File: src/design/sos_pkg.sv
package sos_pkg;

    // Ring size and derived address width
    localparam int SITES  = 256;
    localparam int ADDR_W = $clog2(SITES);

    localparam int H_W     = 10;
    localparam int BETA_W  = 16;
    localparam int DRIVE_W = 16;
    localparam int NL_W    = 20;
    localparam int SITE_W  = 8;
    localparam int SITE_N  = 1 << SITE_W;
    localparam int SOS_W   = 17;
    localparam int PROD_W  = SOS_W + BETA_W + 1;

    typedef logic [ADDR_W-1:0] t_addr;
    typedef logic [H_W-1:0]    t_height;

    // Item modes
    localparam logic [1:0] MODE_MOVE  = 2'd0;
    localparam logic [1:0] MODE_WRITE = 2'd1;
    localparam logic [1:0] MODE_READ  = 2'd2;

    // Configuration register indexes
    localparam logic [1:0] CFG_BETA  = 2'd0;
    localparam logic [1:0] CFG_DRIVE = 2'd1;
    localparam logic [1:0] CFG_LIMIT = 2'd2;

    localparam logic [BETA_W-1:0]  BETA_RST  = 16'd4096;
    localparam logic [DRIVE_W-1:0] DRIVE_RST = 16'd0;
    localparam logic [H_W-1:0]     LIMIT_RST = 10'd800;

    typedef struct packed {
        logic [1:0]        mode;
        logic [SITE_W-1:0] site;
        logic              direction;
        logic [NL_W-1:0]   neglog_uniform;
        logic [H_W-1:0]    height_value;
    } t_in_item;

    typedef struct packed {
        logic              accepted;
        logic signed [3:0] energy_delta;
        logic [H_W-1:0]    height_read;
    } t_out_item;

    // Height RAM address and write data sources
    typedef enum logic [2:0] {
        A_N, A_X, A_XP, A_NP, A_CLR
    } t_asel;

    typedef enum logic [1:0] {
        W_ZERO, W_HV, W_INC, W_DEC
    } t_wsel;

    typedef enum logic [3:0] {
        S_CLEAR, S_IDLE,
        S_M_RN, S_M_RX, S_M_RXP, S_M_RNP, S_M_CAP, S_M_ENE, S_M_MUL, S_M_DEC, S_M_WR2,
        S_R_RX, S_R_CAP, S_W_WR, S_DONE
    } t_state;

    typedef struct packed {
        logic  load_item;
        logic  cap_n;
        logic  cap_x;
        logic  cap_xp;
        logic  cap_np;
        logic  calc;
        logic  mult;
        logic  decide;
        logic  load_res;
        logic  clr_step;
        logic  ram_we;
        t_asel asel;
        t_wsel wsel;
    } t_cmd;

    typedef struct packed {
        logic [1:0] mode;
        logic       reject;
        logic       below;
        logic       out_free;
        logic       clr_last;
    } t_sts;

    // site modulo ring size, worked out at elaboration
    typedef t_addr t_mod_tbl [SITE_N];

    function automatic t_mod_tbl build_site_mod();
        t_mod_tbl tbl;
        for (int i = 0; i < SITE_N; i++) begin
            tbl[i] = t_addr'(i % SITES);
        end
        return tbl;
    endfunction

    localparam t_mod_tbl SITE_MOD = build_site_mod();

endpackage

File: src/design/sos_ram.sv
module sos_ram #(
    parameter int WIDTH = 10,
    parameter int DEPTH = 256
) (
    input  logic                     i_clk,
    input  logic                     i_we,
    input  logic [$clog2(DEPTH)-1:0] i_addr,
    input  logic [WIDTH-1:0]         i_wdata,
    output logic [WIDTH-1:0]         o_rdata
);

    logic [WIDTH-1:0] r_mem [DEPTH];
    logic [WIDTH-1:0] r_rdata;

    // single port, registered read
    always_ff @(posedge i_clk) begin
        if (i_we) begin
            r_mem[i_addr] <= i_wdata;
        end
        r_rdata <= r_mem[i_addr];
    end

    assign o_rdata = r_rdata;

endmodule

File: src/design/sos_ctrl.sv
module sos_ctrl (
    input  logic          i_clk,
    input  logic          i_rst_n,
    input  logic          i_in_valid,
    output logic          o_in_stall,
    input  sos_pkg::t_sts i_sts,
    output sos_pkg::t_cmd o_cmd
);
    import sos_pkg::*;

    t_state r_state;
    t_state n_state;
    t_cmd   cmd;

    // state register
    always_ff @(posedge i_clk) begin
        if (!i_rst_n) begin
            r_state <= S_CLEAR;
        end else begin
            r_state <= n_state;
        end
    end

    // next state and commands
    always_comb begin
        n_state = r_state;
        cmd     = '0;
        cmd.asel = A_X;
        cmd.wsel = W_ZERO;
        case (r_state)
            S_CLEAR: begin
                cmd.ram_we   = 1'b1;
                cmd.asel     = A_CLR;
                cmd.wsel     = W_ZERO;
                cmd.clr_step = 1'b1;
                if (i_sts.clr_last) begin
                    n_state = S_IDLE;
                end
            end
            S_IDLE: begin
                if (i_in_valid) begin
                    cmd.load_item = 1'b1;
                    n_state = S_DONE;
                    case (i_sts.mode)
                        MODE_MOVE:  n_state = S_M_RN;
                        MODE_WRITE: n_state = S_W_WR;
                        MODE_READ:  n_state = S_R_RX;
                        default:    n_state = S_DONE;
                    endcase
                end
            end
            // four reads, each captured in the state after the one that sets its address
            S_M_RN: begin
                cmd.asel = A_N;
                n_state  = S_M_RX;
            end
            S_M_RX: begin
                cmd.asel  = A_X;
                cmd.cap_n = 1'b1;
                n_state   = S_M_RXP;
            end
            S_M_RXP: begin
                cmd.asel  = A_XP;
                cmd.cap_x = 1'b1;
                n_state   = S_M_RNP;
            end
            S_M_RNP: begin
                cmd.asel   = A_NP;
                cmd.cap_xp = 1'b1;
                n_state    = S_M_CAP;
            end
            S_M_CAP: begin
                cmd.cap_np = 1'b1;
                n_state    = S_M_ENE;
            end
            S_M_ENE: begin
                cmd.calc = 1'b1;
                n_state  = S_M_MUL;
            end
            S_M_MUL: begin
                cmd.mult = 1'b1;
                n_state  = S_M_DEC;
            end
            S_M_DEC: begin
                cmd.decide = 1'b1;
                if (!i_sts.reject && i_sts.below) begin
                    cmd.ram_we = 1'b1;
                    cmd.asel   = A_X;
                    cmd.wsel   = W_INC;
                    n_state    = S_M_WR2;
                end else begin
                    n_state = S_DONE;
                end
            end
            S_M_WR2: begin
                cmd.ram_we = 1'b1;
                cmd.asel   = A_XP;
                cmd.wsel   = W_DEC;
                n_state    = S_DONE;
            end
            S_R_RX: begin
                cmd.asel = A_X;
                n_state  = S_R_CAP;
            end
            S_R_CAP: begin
                cmd.cap_x = 1'b1;
                n_state   = S_DONE;
            end
            S_W_WR: begin
                cmd.ram_we = 1'b1;
                cmd.asel   = A_X;
                cmd.wsel   = W_HV;
                n_state    = S_DONE;
            end
            S_DONE: begin
                if (i_sts.out_free) begin
                    cmd.load_res = 1'b1;
                    n_state = S_IDLE;
                end
            end
            default: begin
                n_state = S_IDLE;
            end
        endcase
    end

    assign o_cmd      = cmd;
    assign o_in_stall = (r_state != S_IDLE);

`ifndef SYNTHESIS
    // an accepted move always writes its source right after its target
    a_wr_pair: assert property (@(posedge i_clk) disable iff (!i_rst_n)
        (cmd.ram_we && cmd.wsel == W_INC) |=> (cmd.ram_we && cmd.wsel == W_DEC))
        else $error("move write pair broken");

    // a result is only loaded into a free output register
    a_res_free: assert property (@(posedge i_clk) disable iff (!i_rst_n)
        cmd.load_res |-> i_sts.out_free)
        else $error("result overwrites pending item");

    // an accepted item always leaves idle
    a_accept_busy: assert property (@(posedge i_clk) disable iff (!i_rst_n)
        (i_in_valid && !o_in_stall) |=> (r_state != S_IDLE))
        else $error("accepted item not started");

    // no height write while idle
    a_idle_quiet: assert property (@(posedge i_clk) disable iff (!i_rst_n)
        (r_state == S_IDLE) |-> !cmd.ram_we)
        else $error("height write while idle");
`endif

endmodule

File: src/design/sos_dp.sv
module sos_dp (
    input  logic                i_clk,
    input  logic                i_rst_n,
    input  logic                i_cfg_valid,
    input  logic [1:0]          i_cfg_index,
    input  logic [15:0]         i_cfg_data,
    input  sos_pkg::t_in_item   i_in,
    input  logic                i_out_stall,
    output logic                o_out_valid,
    output sos_pkg::t_out_item  o_out,
    input  sos_pkg::t_cmd       i_cmd,
    output sos_pkg::t_sts       o_sts
);
    import sos_pkg::*;

    // configuration
    logic [BETA_W-1:0]  r_beta;
    logic [DRIVE_W-1:0] r_drive;
    logic [H_W-1:0]     r_limit;

    // item and working registers
    t_in_item                 r_item;
    t_addr                    r_x, r_xp, r_xn, r_np;
    t_height                  r_hn, r_hx, r_hxp, r_hnp;
    logic signed [3:0]        r_ene;
    logic signed [SOS_W-1:0]  r_sos;
    logic signed [PROD_W-1:0] r_prod;
    logic                     r_reject;
    logic                     r_acc;
    t_addr                    r_clr_addr;
    t_out_item                r_out;
    t_out_item                n_out;
    logic                     r_out_valid;

    t_addr   x, xp, xn, np;
    t_addr   ram_addr;
    t_height ram_wdata, ram_rdata;

    logic signed [13:0]        ene_sum;
    logic signed [SOS_W-1:0]   sos;
    logic signed [SOS_W-1:0]   drive_ext;
    logic                      reject;
    logic                      below;
    logic                      out_free;

    function automatic t_addr inc_site(t_addr a);
        return (a == t_addr'(SITES - 1)) ? '0 : a + t_addr'(1);
    endfunction

    function automatic t_addr dec_site(t_addr a);
        return (a == '0) ? t_addr'(SITES - 1) : a - t_addr'(1);
    endfunction

    function automatic logic signed [13:0] abs12(logic signed [11:0] v);
        logic signed [11:0] m;
        m = v[11] ? -v : v;
        return 14'(m);
    endfunction

    // configuration writes
    always_ff @(posedge i_clk) begin
        if (!i_rst_n) begin
            r_beta  <= BETA_RST;
            r_drive <= DRIVE_RST;
            r_limit <= LIMIT_RST;
        end else if (i_cfg_valid) begin
            case (i_cfg_index)
                CFG_BETA:  r_beta  <= i_cfg_data;
                CFG_DRIVE: r_drive <= i_cfg_data;
                CFG_LIMIT: r_limit <= i_cfg_data[H_W-1:0];
                default:   ;
            endcase
        end
    end

    // neighbor addresses on the ring
    always_comb begin
        x  = SITE_MOD[i_in.site];
        xp = i_in.direction ? inc_site(x) : dec_site(x);
        xn = i_in.direction ? dec_site(x) : inc_site(x);
        np = i_in.direction ? inc_site(xp) : dec_site(xp);
    end

    always_ff @(posedge i_clk) begin
        if (i_cmd.load_item) begin
            r_item <= i_in;
            r_x    <= x;
            r_xp   <= xp;
            r_xn   <= xn;
            r_np   <= np;
        end
        if (i_cmd.cap_n)  r_hn  <= ram_rdata;
        if (i_cmd.cap_x)  r_hx  <= ram_rdata;
        if (i_cmd.cap_xp) r_hxp <= ram_rdata;
        if (i_cmd.cap_np) r_hnp <= ram_rdata;
    end

    // clear sweep pointer
    always_ff @(posedge i_clk) begin
        if (!i_rst_n) begin
            r_clr_addr <= '0;
        end else if (i_cmd.clr_step) begin
            r_clr_addr <= r_clr_addr + t_addr'(1);
        end
    end

    // height RAM port
    always_comb begin
        case (i_cmd.asel)
            A_N:     ram_addr = r_xn;
            A_X:     ram_addr = r_x;
            A_XP:    ram_addr = r_xp;
            A_NP:    ram_addr = r_np;
            A_CLR:   ram_addr = r_clr_addr;
            default: ram_addr = r_x;
        endcase
        case (i_cmd.wsel)
            W_ZERO:  ram_wdata = '0;
            W_HV:    ram_wdata = r_item.height_value;
            W_INC:   ram_wdata = r_hx + t_height'(1);
            W_DEC:   ram_wdata = r_hxp - t_height'(1);
            default: ram_wdata = '0;
        endcase
    end

    sos_ram #(
        .WIDTH (H_W),
        .DEPTH (SITES)
    ) u_heights (
        .i_clk   (i_clk),
        .i_we    (i_cmd.ram_we),
        .i_addr  (ram_addr),
        .i_wdata (ram_wdata),
        .o_rdata (ram_rdata)
    );

    // bond energy change, drive term and bounds check
    always_comb begin
        logic signed [11:0] hn, hx, hxp, hnp;
        hn  = $signed({2'b00, r_hn});
        hx  = $signed({2'b00, r_hx});
        hxp = $signed({2'b00, r_hxp});
        hnp = $signed({2'b00, r_hnp});
        ene_sum = abs12(hx + 12'sd1 - hn) + abs12(hx - hxp + 12'sd2)
                + abs12(hxp - 12'sd1 - hnp)
                - abs12(hx - hn) - abs12(hx - hxp) - abs12(hxp - hnp);
        drive_ext = SOS_W'($signed(r_drive));
        sos = $signed({{(SOS_W - 16){ene_sum[3]}}, ene_sum[3:0], 12'b0})
            + (r_item.direction ? drive_ext : -drive_ext);
        reject = ({1'b0, r_hx} + 11'd1 >= {1'b0, r_limit}) || (r_hxp == '0);
    end

    always_ff @(posedge i_clk) begin
        if (i_cmd.calc) begin
            r_ene    <= ene_sum[3:0];
            r_sos    <= sos;
            r_reject <= reject;
        end
        if (i_cmd.mult) begin
            r_prod <= PROD_W'($signed({1'b0, r_beta})) * PROD_W'(r_sos);
        end
        if (i_cmd.decide) begin
            r_acc <= !r_reject && below;
        end
    end

    // Metropolis test against -ln(u) scaled to Q8.24
    assign below = r_prod < $signed({2'b00, r_item.neglog_uniform, 12'b0});

    // output register
    assign out_free = !r_out_valid || !i_out_stall;

    always_ff @(posedge i_clk) begin
        if (!i_rst_n) begin
            r_out_valid <= 1'b0;
        end else if (i_cmd.load_res) begin
            r_out_valid <= 1'b1;
        end else if (!i_out_stall) begin
            r_out_valid <= 1'b0;
        end
    end

    // result fields by mode
    always_comb begin
        n_out = '0;
        if (r_item.mode == MODE_MOVE && r_acc) begin
            n_out.accepted     = 1'b1;
            n_out.energy_delta = r_ene;
        end
        if (r_item.mode == MODE_READ) begin
            n_out.height_read = r_hx;
        end
    end

    always_ff @(posedge i_clk) begin
        if (i_cmd.load_res) begin
            r_out <= n_out;
        end
    end

    assign o_out_valid = r_out_valid;
    assign o_out       = r_out;

    always_comb begin
        o_sts          = '0;
        o_sts.mode     = i_in.mode;
        o_sts.reject   = r_reject;
        o_sts.below    = below;
        o_sts.out_free = out_free;
        o_sts.clr_last = (r_clr_addr == t_addr'(SITES - 1));
    end

endmodule

File: src/design/sos_kawasaki_metropolis_step.sv
// Channel   Direction  Handshake                 Payload
// in        input      i_in_valid / o_in_stall   i_in  (t_in_item)
// out       output     o_out_valid / i_out_stall o_out (t_out_item)
// cfg       input      i_cfg_valid / o_cfg_ready i_cfg_index, i_cfg_data
//
// One item at a time through a single-port height RAM with registered read.
// A move does four RAM reads, then energy, multiply and test, and two RAM
// writes when accepted; a read does one RAM read and a write one RAM write.
// After reset a clearing pass writes zero to all 256 heights, with o_in_stall
// high; configuration writes are taken at any time.
// A finished item waits in the output register under i_out_stall.
module sos_kawasaki_metropolis_step (
    input  logic               i_clk,
    input  logic               i_rst_n,
    input  logic               i_in_valid,
    output logic               o_in_stall,
    input  sos_pkg::t_in_item  i_in,
    output logic               o_out_valid,
    input  logic               i_out_stall,
    output sos_pkg::t_out_item o_out,
    input  logic               i_cfg_valid,
    output logic               o_cfg_ready,
    input  logic [1:0]         i_cfg_index,
    input  logic [15:0]        i_cfg_data
);
    import sos_pkg::*;

    t_cmd cmd;
    t_sts sts;

    assign o_cfg_ready = 1'b1;

    sos_ctrl u_ctrl (
        .i_clk      (i_clk),
        .i_rst_n    (i_rst_n),
        .i_in_valid (i_in_valid),
        .o_in_stall (o_in_stall),
        .i_sts      (sts),
        .o_cmd      (cmd)
    );

    sos_dp u_dp (
        .i_clk       (i_clk),
        .i_rst_n     (i_rst_n),
        .i_cfg_valid (i_cfg_valid && o_cfg_ready),
        .i_cfg_index (i_cfg_index),
        .i_cfg_data  (i_cfg_data),
        .i_in        (i_in),
        .i_out_stall (i_out_stall),
        .o_out_valid (o_out_valid),
        .o_out       (o_out),
        .i_cmd       (cmd),
        .o_sts       (sts)
    );

endmodule

File: config.mk
export PLATFORM = sky130hd
export DESIGN_NAME = sos_kawasaki_metropolis_step
export DESIGN_NICKNAME = d
export VERILOG_FILES = /design/src/design/sos_pkg.sv /design/src/design/sos_ram.sv /design/src/design/sos_ctrl.sv /design/src/design/sos_dp.sv /design/src/design/sos_kawasaki_metropolis_step.sv
export SDC_FILE = /design/constraint.sdc
export NUM_CORES = 2
export LEC_CHECK = 0
export BUFFER_PORTS_ARGS = -buffer_cell sky130_fd_sc_hd__buf_2
export CAP_MARGIN = 20
export CORE_MARGIN = 2
export CORE_UTILIZATION = 40
export DETAILED_ROUTE_END_ITERATION = 7
export SYNTH_ARGS = -nofsm -noshare
export SYNTH_HDL_FRONTEND = slang
export SYNTH_SLANG_ARGS = --single-unit
File: constraint.sdc
create_clock -name i_clk -period 21.4 [get_ports i_clk]
set_clock_uncertainty 0.2 [all_clocks]
set_input_delay 2.14 -clock i_clk [delete_from_list [all_inputs] [get_ports i_clk]]
set_output_delay 2.14 -clock i_clk [all_outputs]
set_load 0.1 [all_outputs]
==> run metrics <==
Most used DFF post-synth=edfxtp_1; Sw Share=0.233; P_leak=45.7 nW; Syn Std Cell Area=124000 um2; Via density=5.91; routed via count=79.8k; CP startpoint kind=flip-flop; HP Start=u_dp.r_limit[3]; routing usage on met3=0.0617; setup ws final=12.61 ns; Worst VDD drop=0.0621 mV; Syn Inst Count=8914; non-filler cells in the finished layout=13.5k; Detail Placement HPWL=255000 um; total of warnings raised by yosys=0; RD Place Congestion=0.946; FFs w/ async S/R, synth=0; first-pass GRT wire length=566000 um; run status=completed; Routed WL per cell=29.7 um; MaxCap Viol Count=0; classification of the worst setup path=reg2reg; worst rel slew slack=0.0812; initial antenna violation count=23; syn nets=9438; Setup WS pre-CTS=12.43 ns; H-tree depth=5; number of register bits inferred by synthesis=2790; placed cells=12.9k; drt pass-1 iters=6; root buf cell=clkbuf_16; slowest stage delay, CP=0.63 ns; Max Slew Vio Count=0; Crit path top cell by count=xnor2_1; WL final=400000 um; worst-path maximum fanout=9; most common cell in the synthesized netlist=edfxtp_1; area grow syn2layout=12.9%; Clk network pwr share=0.421; dpl cell area=130000 um2; gr usage total=0.248; Detail Route Antenna Nets=0; io pins=82; port bufs=80; Worst-Margin Slew=1.38 ns; layout cells sized above 1=0.133; fin nets=9662; CP arrival=9.17 ns; post-CTS resize count=0; Hold Buf Count CTS=0; Die Wd=561 um; clock sink count=2790; Fin. Hold Viols=0; die area=314000 um2; number of synthesized flops with an enable pin=2725; synth cell count leaders=edfxtp_1 (2725), nand2_1 (1725), nand3_1 (668); WP buf/inv=4; clock slew at reported path FFs=0.06 ns; Core ar.=309000 um2; total chip power=11.8 mW; Unique masters post-synth=90; initial core utilization=0.402; Fill cells=26.9k; busiest grt layer=met2; M2 GR Usage=0.376; Inserted Clock Buffers=293; Achievable Freq=114 MHz; Clock Tree Buf Depth=4; Synth top area share=0.660; post-route DRC violation count=0; register area share after synthesis=0.670; P_int=9.06 mW; min Tclk post-route=8.79 ns; Synth area leaders=edfxtp_1 (66%), nand2_1 (5.2%), mux4_2 (3.9%), fa_1 (3.7%), nand3_1 (2.7%); RR Startpoint=u_dp.r_hx[1]; setup TNS=0 ns; chip height=561 um; vias in the first global route=76.3k; worst hold-check path type=reg2reg; Clk Latency, worst-skew pair=0.90 ns; routing usage on met1=0.334; Critical Path End Type=flip-flop; Setup violations, final=0; post-CTS setup buffers=0; cell taking the most area after synthesis=edfxtp_1; cell family with most CP delay=adder cells; slowest stage cell, crit path=edfxtp_1; Rows=204; sequential share of power=0.505; Power Density=84.4 nW/um2; largest net degree at the start of global routing=190; Avg Inst Size Synth=13.9 um2; period utilization=0.411; drt initial violations=11.3k; RSZ-0062 raised after global routing=no; Final Instance Area=140000 um2; worst setup path start=u_dp.r_hx[1]; Comb pwr share=0.074; grt total ovfl=0; CTS tree=yes; sw power=2.76 mW; CP Data Required Time=21.77 ns
-- registers in the layout, summed over array words and instances, names as in the netlist --
name                    cells
u_dp.u_heights.r_mem     2560
u_dp.r_item                33
u_dp.r_prod                22
u_dp.r_sos                 17
u_dp.r_beta                16
u_dp.r_drive               16
u_dp.o_out                 15
u_dp.r_hn                  10
u_dp.r_hnp                 10
u_dp.r_hx                  10
u_dp.r_hxp                 10
u_dp.r_limit               10
u_dp.u_heights.o_rdata     10
u_dp.r_clr_addr             8
u_dp.r_np                   8
u_dp.r_x                    8
u_dp.r_xn                   8
u_dp.r_xp                   8
u_ctrl.r_state              4
u_dp.r_ene                  4
u_dp.o_out_valid            1
u_dp.r_acc                  1
u_dp.r_reject               1
-- final timing paths --
path	end	slack, ns	depth (start not counted)
worst max register to register	u_dp.r_sos[16]	12.61	35
worst min register to register	u_dp.r_limit[3]	0.27	2
worst min-delay path	u_dp.r_limit[3]	0.27	2
worst max-delay path	u_dp.r_sos[16]	12.61	35
-- tightest hold or removal path, stage by stage (launching register included) --
cell      delay, ns
dfxtp_1        0.31
nand2_1        0.05
a21boi_0       0.06
-- metal layers --
layer | vias up | part of all wire
li1 | 33400 | -
met3 | 897 | 0.11
met2 | 4766 | 0.44
met1 | 40700 | 0.38
met4 | 12 | 0.057
met5 | - | 0.00020
-- stage by stage --
step / utilization / hold WS, ns
2_1_floorplan: - / 0.238
3_3_place_gp: 0.421 / 0.262
3_5_place_dp: 0.422 / 0.265
4_1_cts: 0.452 / 0.274
5_1_grt: 0.454 / 0.317
6_report: 0.454 / 0.270
-- layout make-up --
class / count / area [um2] / share of cell area
timing repair buffer: 461 / 3590 / 0.0257
inverter: 411 / 1540 / 0.0110
clock inverter: 151 / 1310 / 0.00938
clock buffer: 363 / 7830 / 0.0559
sequential: 2790 / 83100 / 0.594
antenna: 11 / 27.5 / 0.000197
tap: 4120 / 5150 / 0.0368
multi-input combinational: 5181 / 37400 / 0.267
-- kinds of logic after synthesis --
logic type / Yosys count / synth area share
AO/OA/AOI/OAI: 866 / 0.0506
XOR/XNOR: 106 / 0.00760
adder cells (fa/ha/maj): 460 / 0.0603
buffers and inverters: 943 / 0.0348
flip-flops: 2790 / 0.670
multiplexers: 417 / 0.0553
other: 1 / 0.0000302
AND/OR/NAND/NOR: 3331 / 0.121
-- power groups by stage --
stage / combinational [mW] / clock, mW / sequential, mW
5_1_grt: 0.941 / 5.23 / 5.97
2_1_floorplan: 0.601 / 0 / 6.06
4_1_cts: 0.863 / 5.02 / 5.97
3_5_place_dp: 0.857 / 0 / 6.08
6_report: 0.869 / 4.98 / 5.97
3_3_place_gp: 0.846 / 0 / 6.08
-- cells in the final DEF, fill, tap and decap left out, types with 37 or more instances in the layout --
cell type,instances
and2_1,164
fa_1,229
clkbuf_16,303
xnor2_1,74
edfxtp_1,2725
clkinv_2,57
and3_1,109
nor3_1,39
a32oi_1,62
mux4_2,212
nor2_1,297
mux2i_1,178
inv_1,410
buf_6,44
ha_1,231
a31oi_1,108
a21oi_1,120
nand3_1,668
dfxtp_1,65
a311oi_1,47
a21boi_0,44
a21o_1,37
buf_2,82
o211ai_1,69
nand4_1,80
clkinv_1,55
a22oi_1,62
o21ai_0,75
buf_4,320
nor4_2,59
nand2_1,1721
clkbuf_1,58
(Power assumes the default switching activity.)
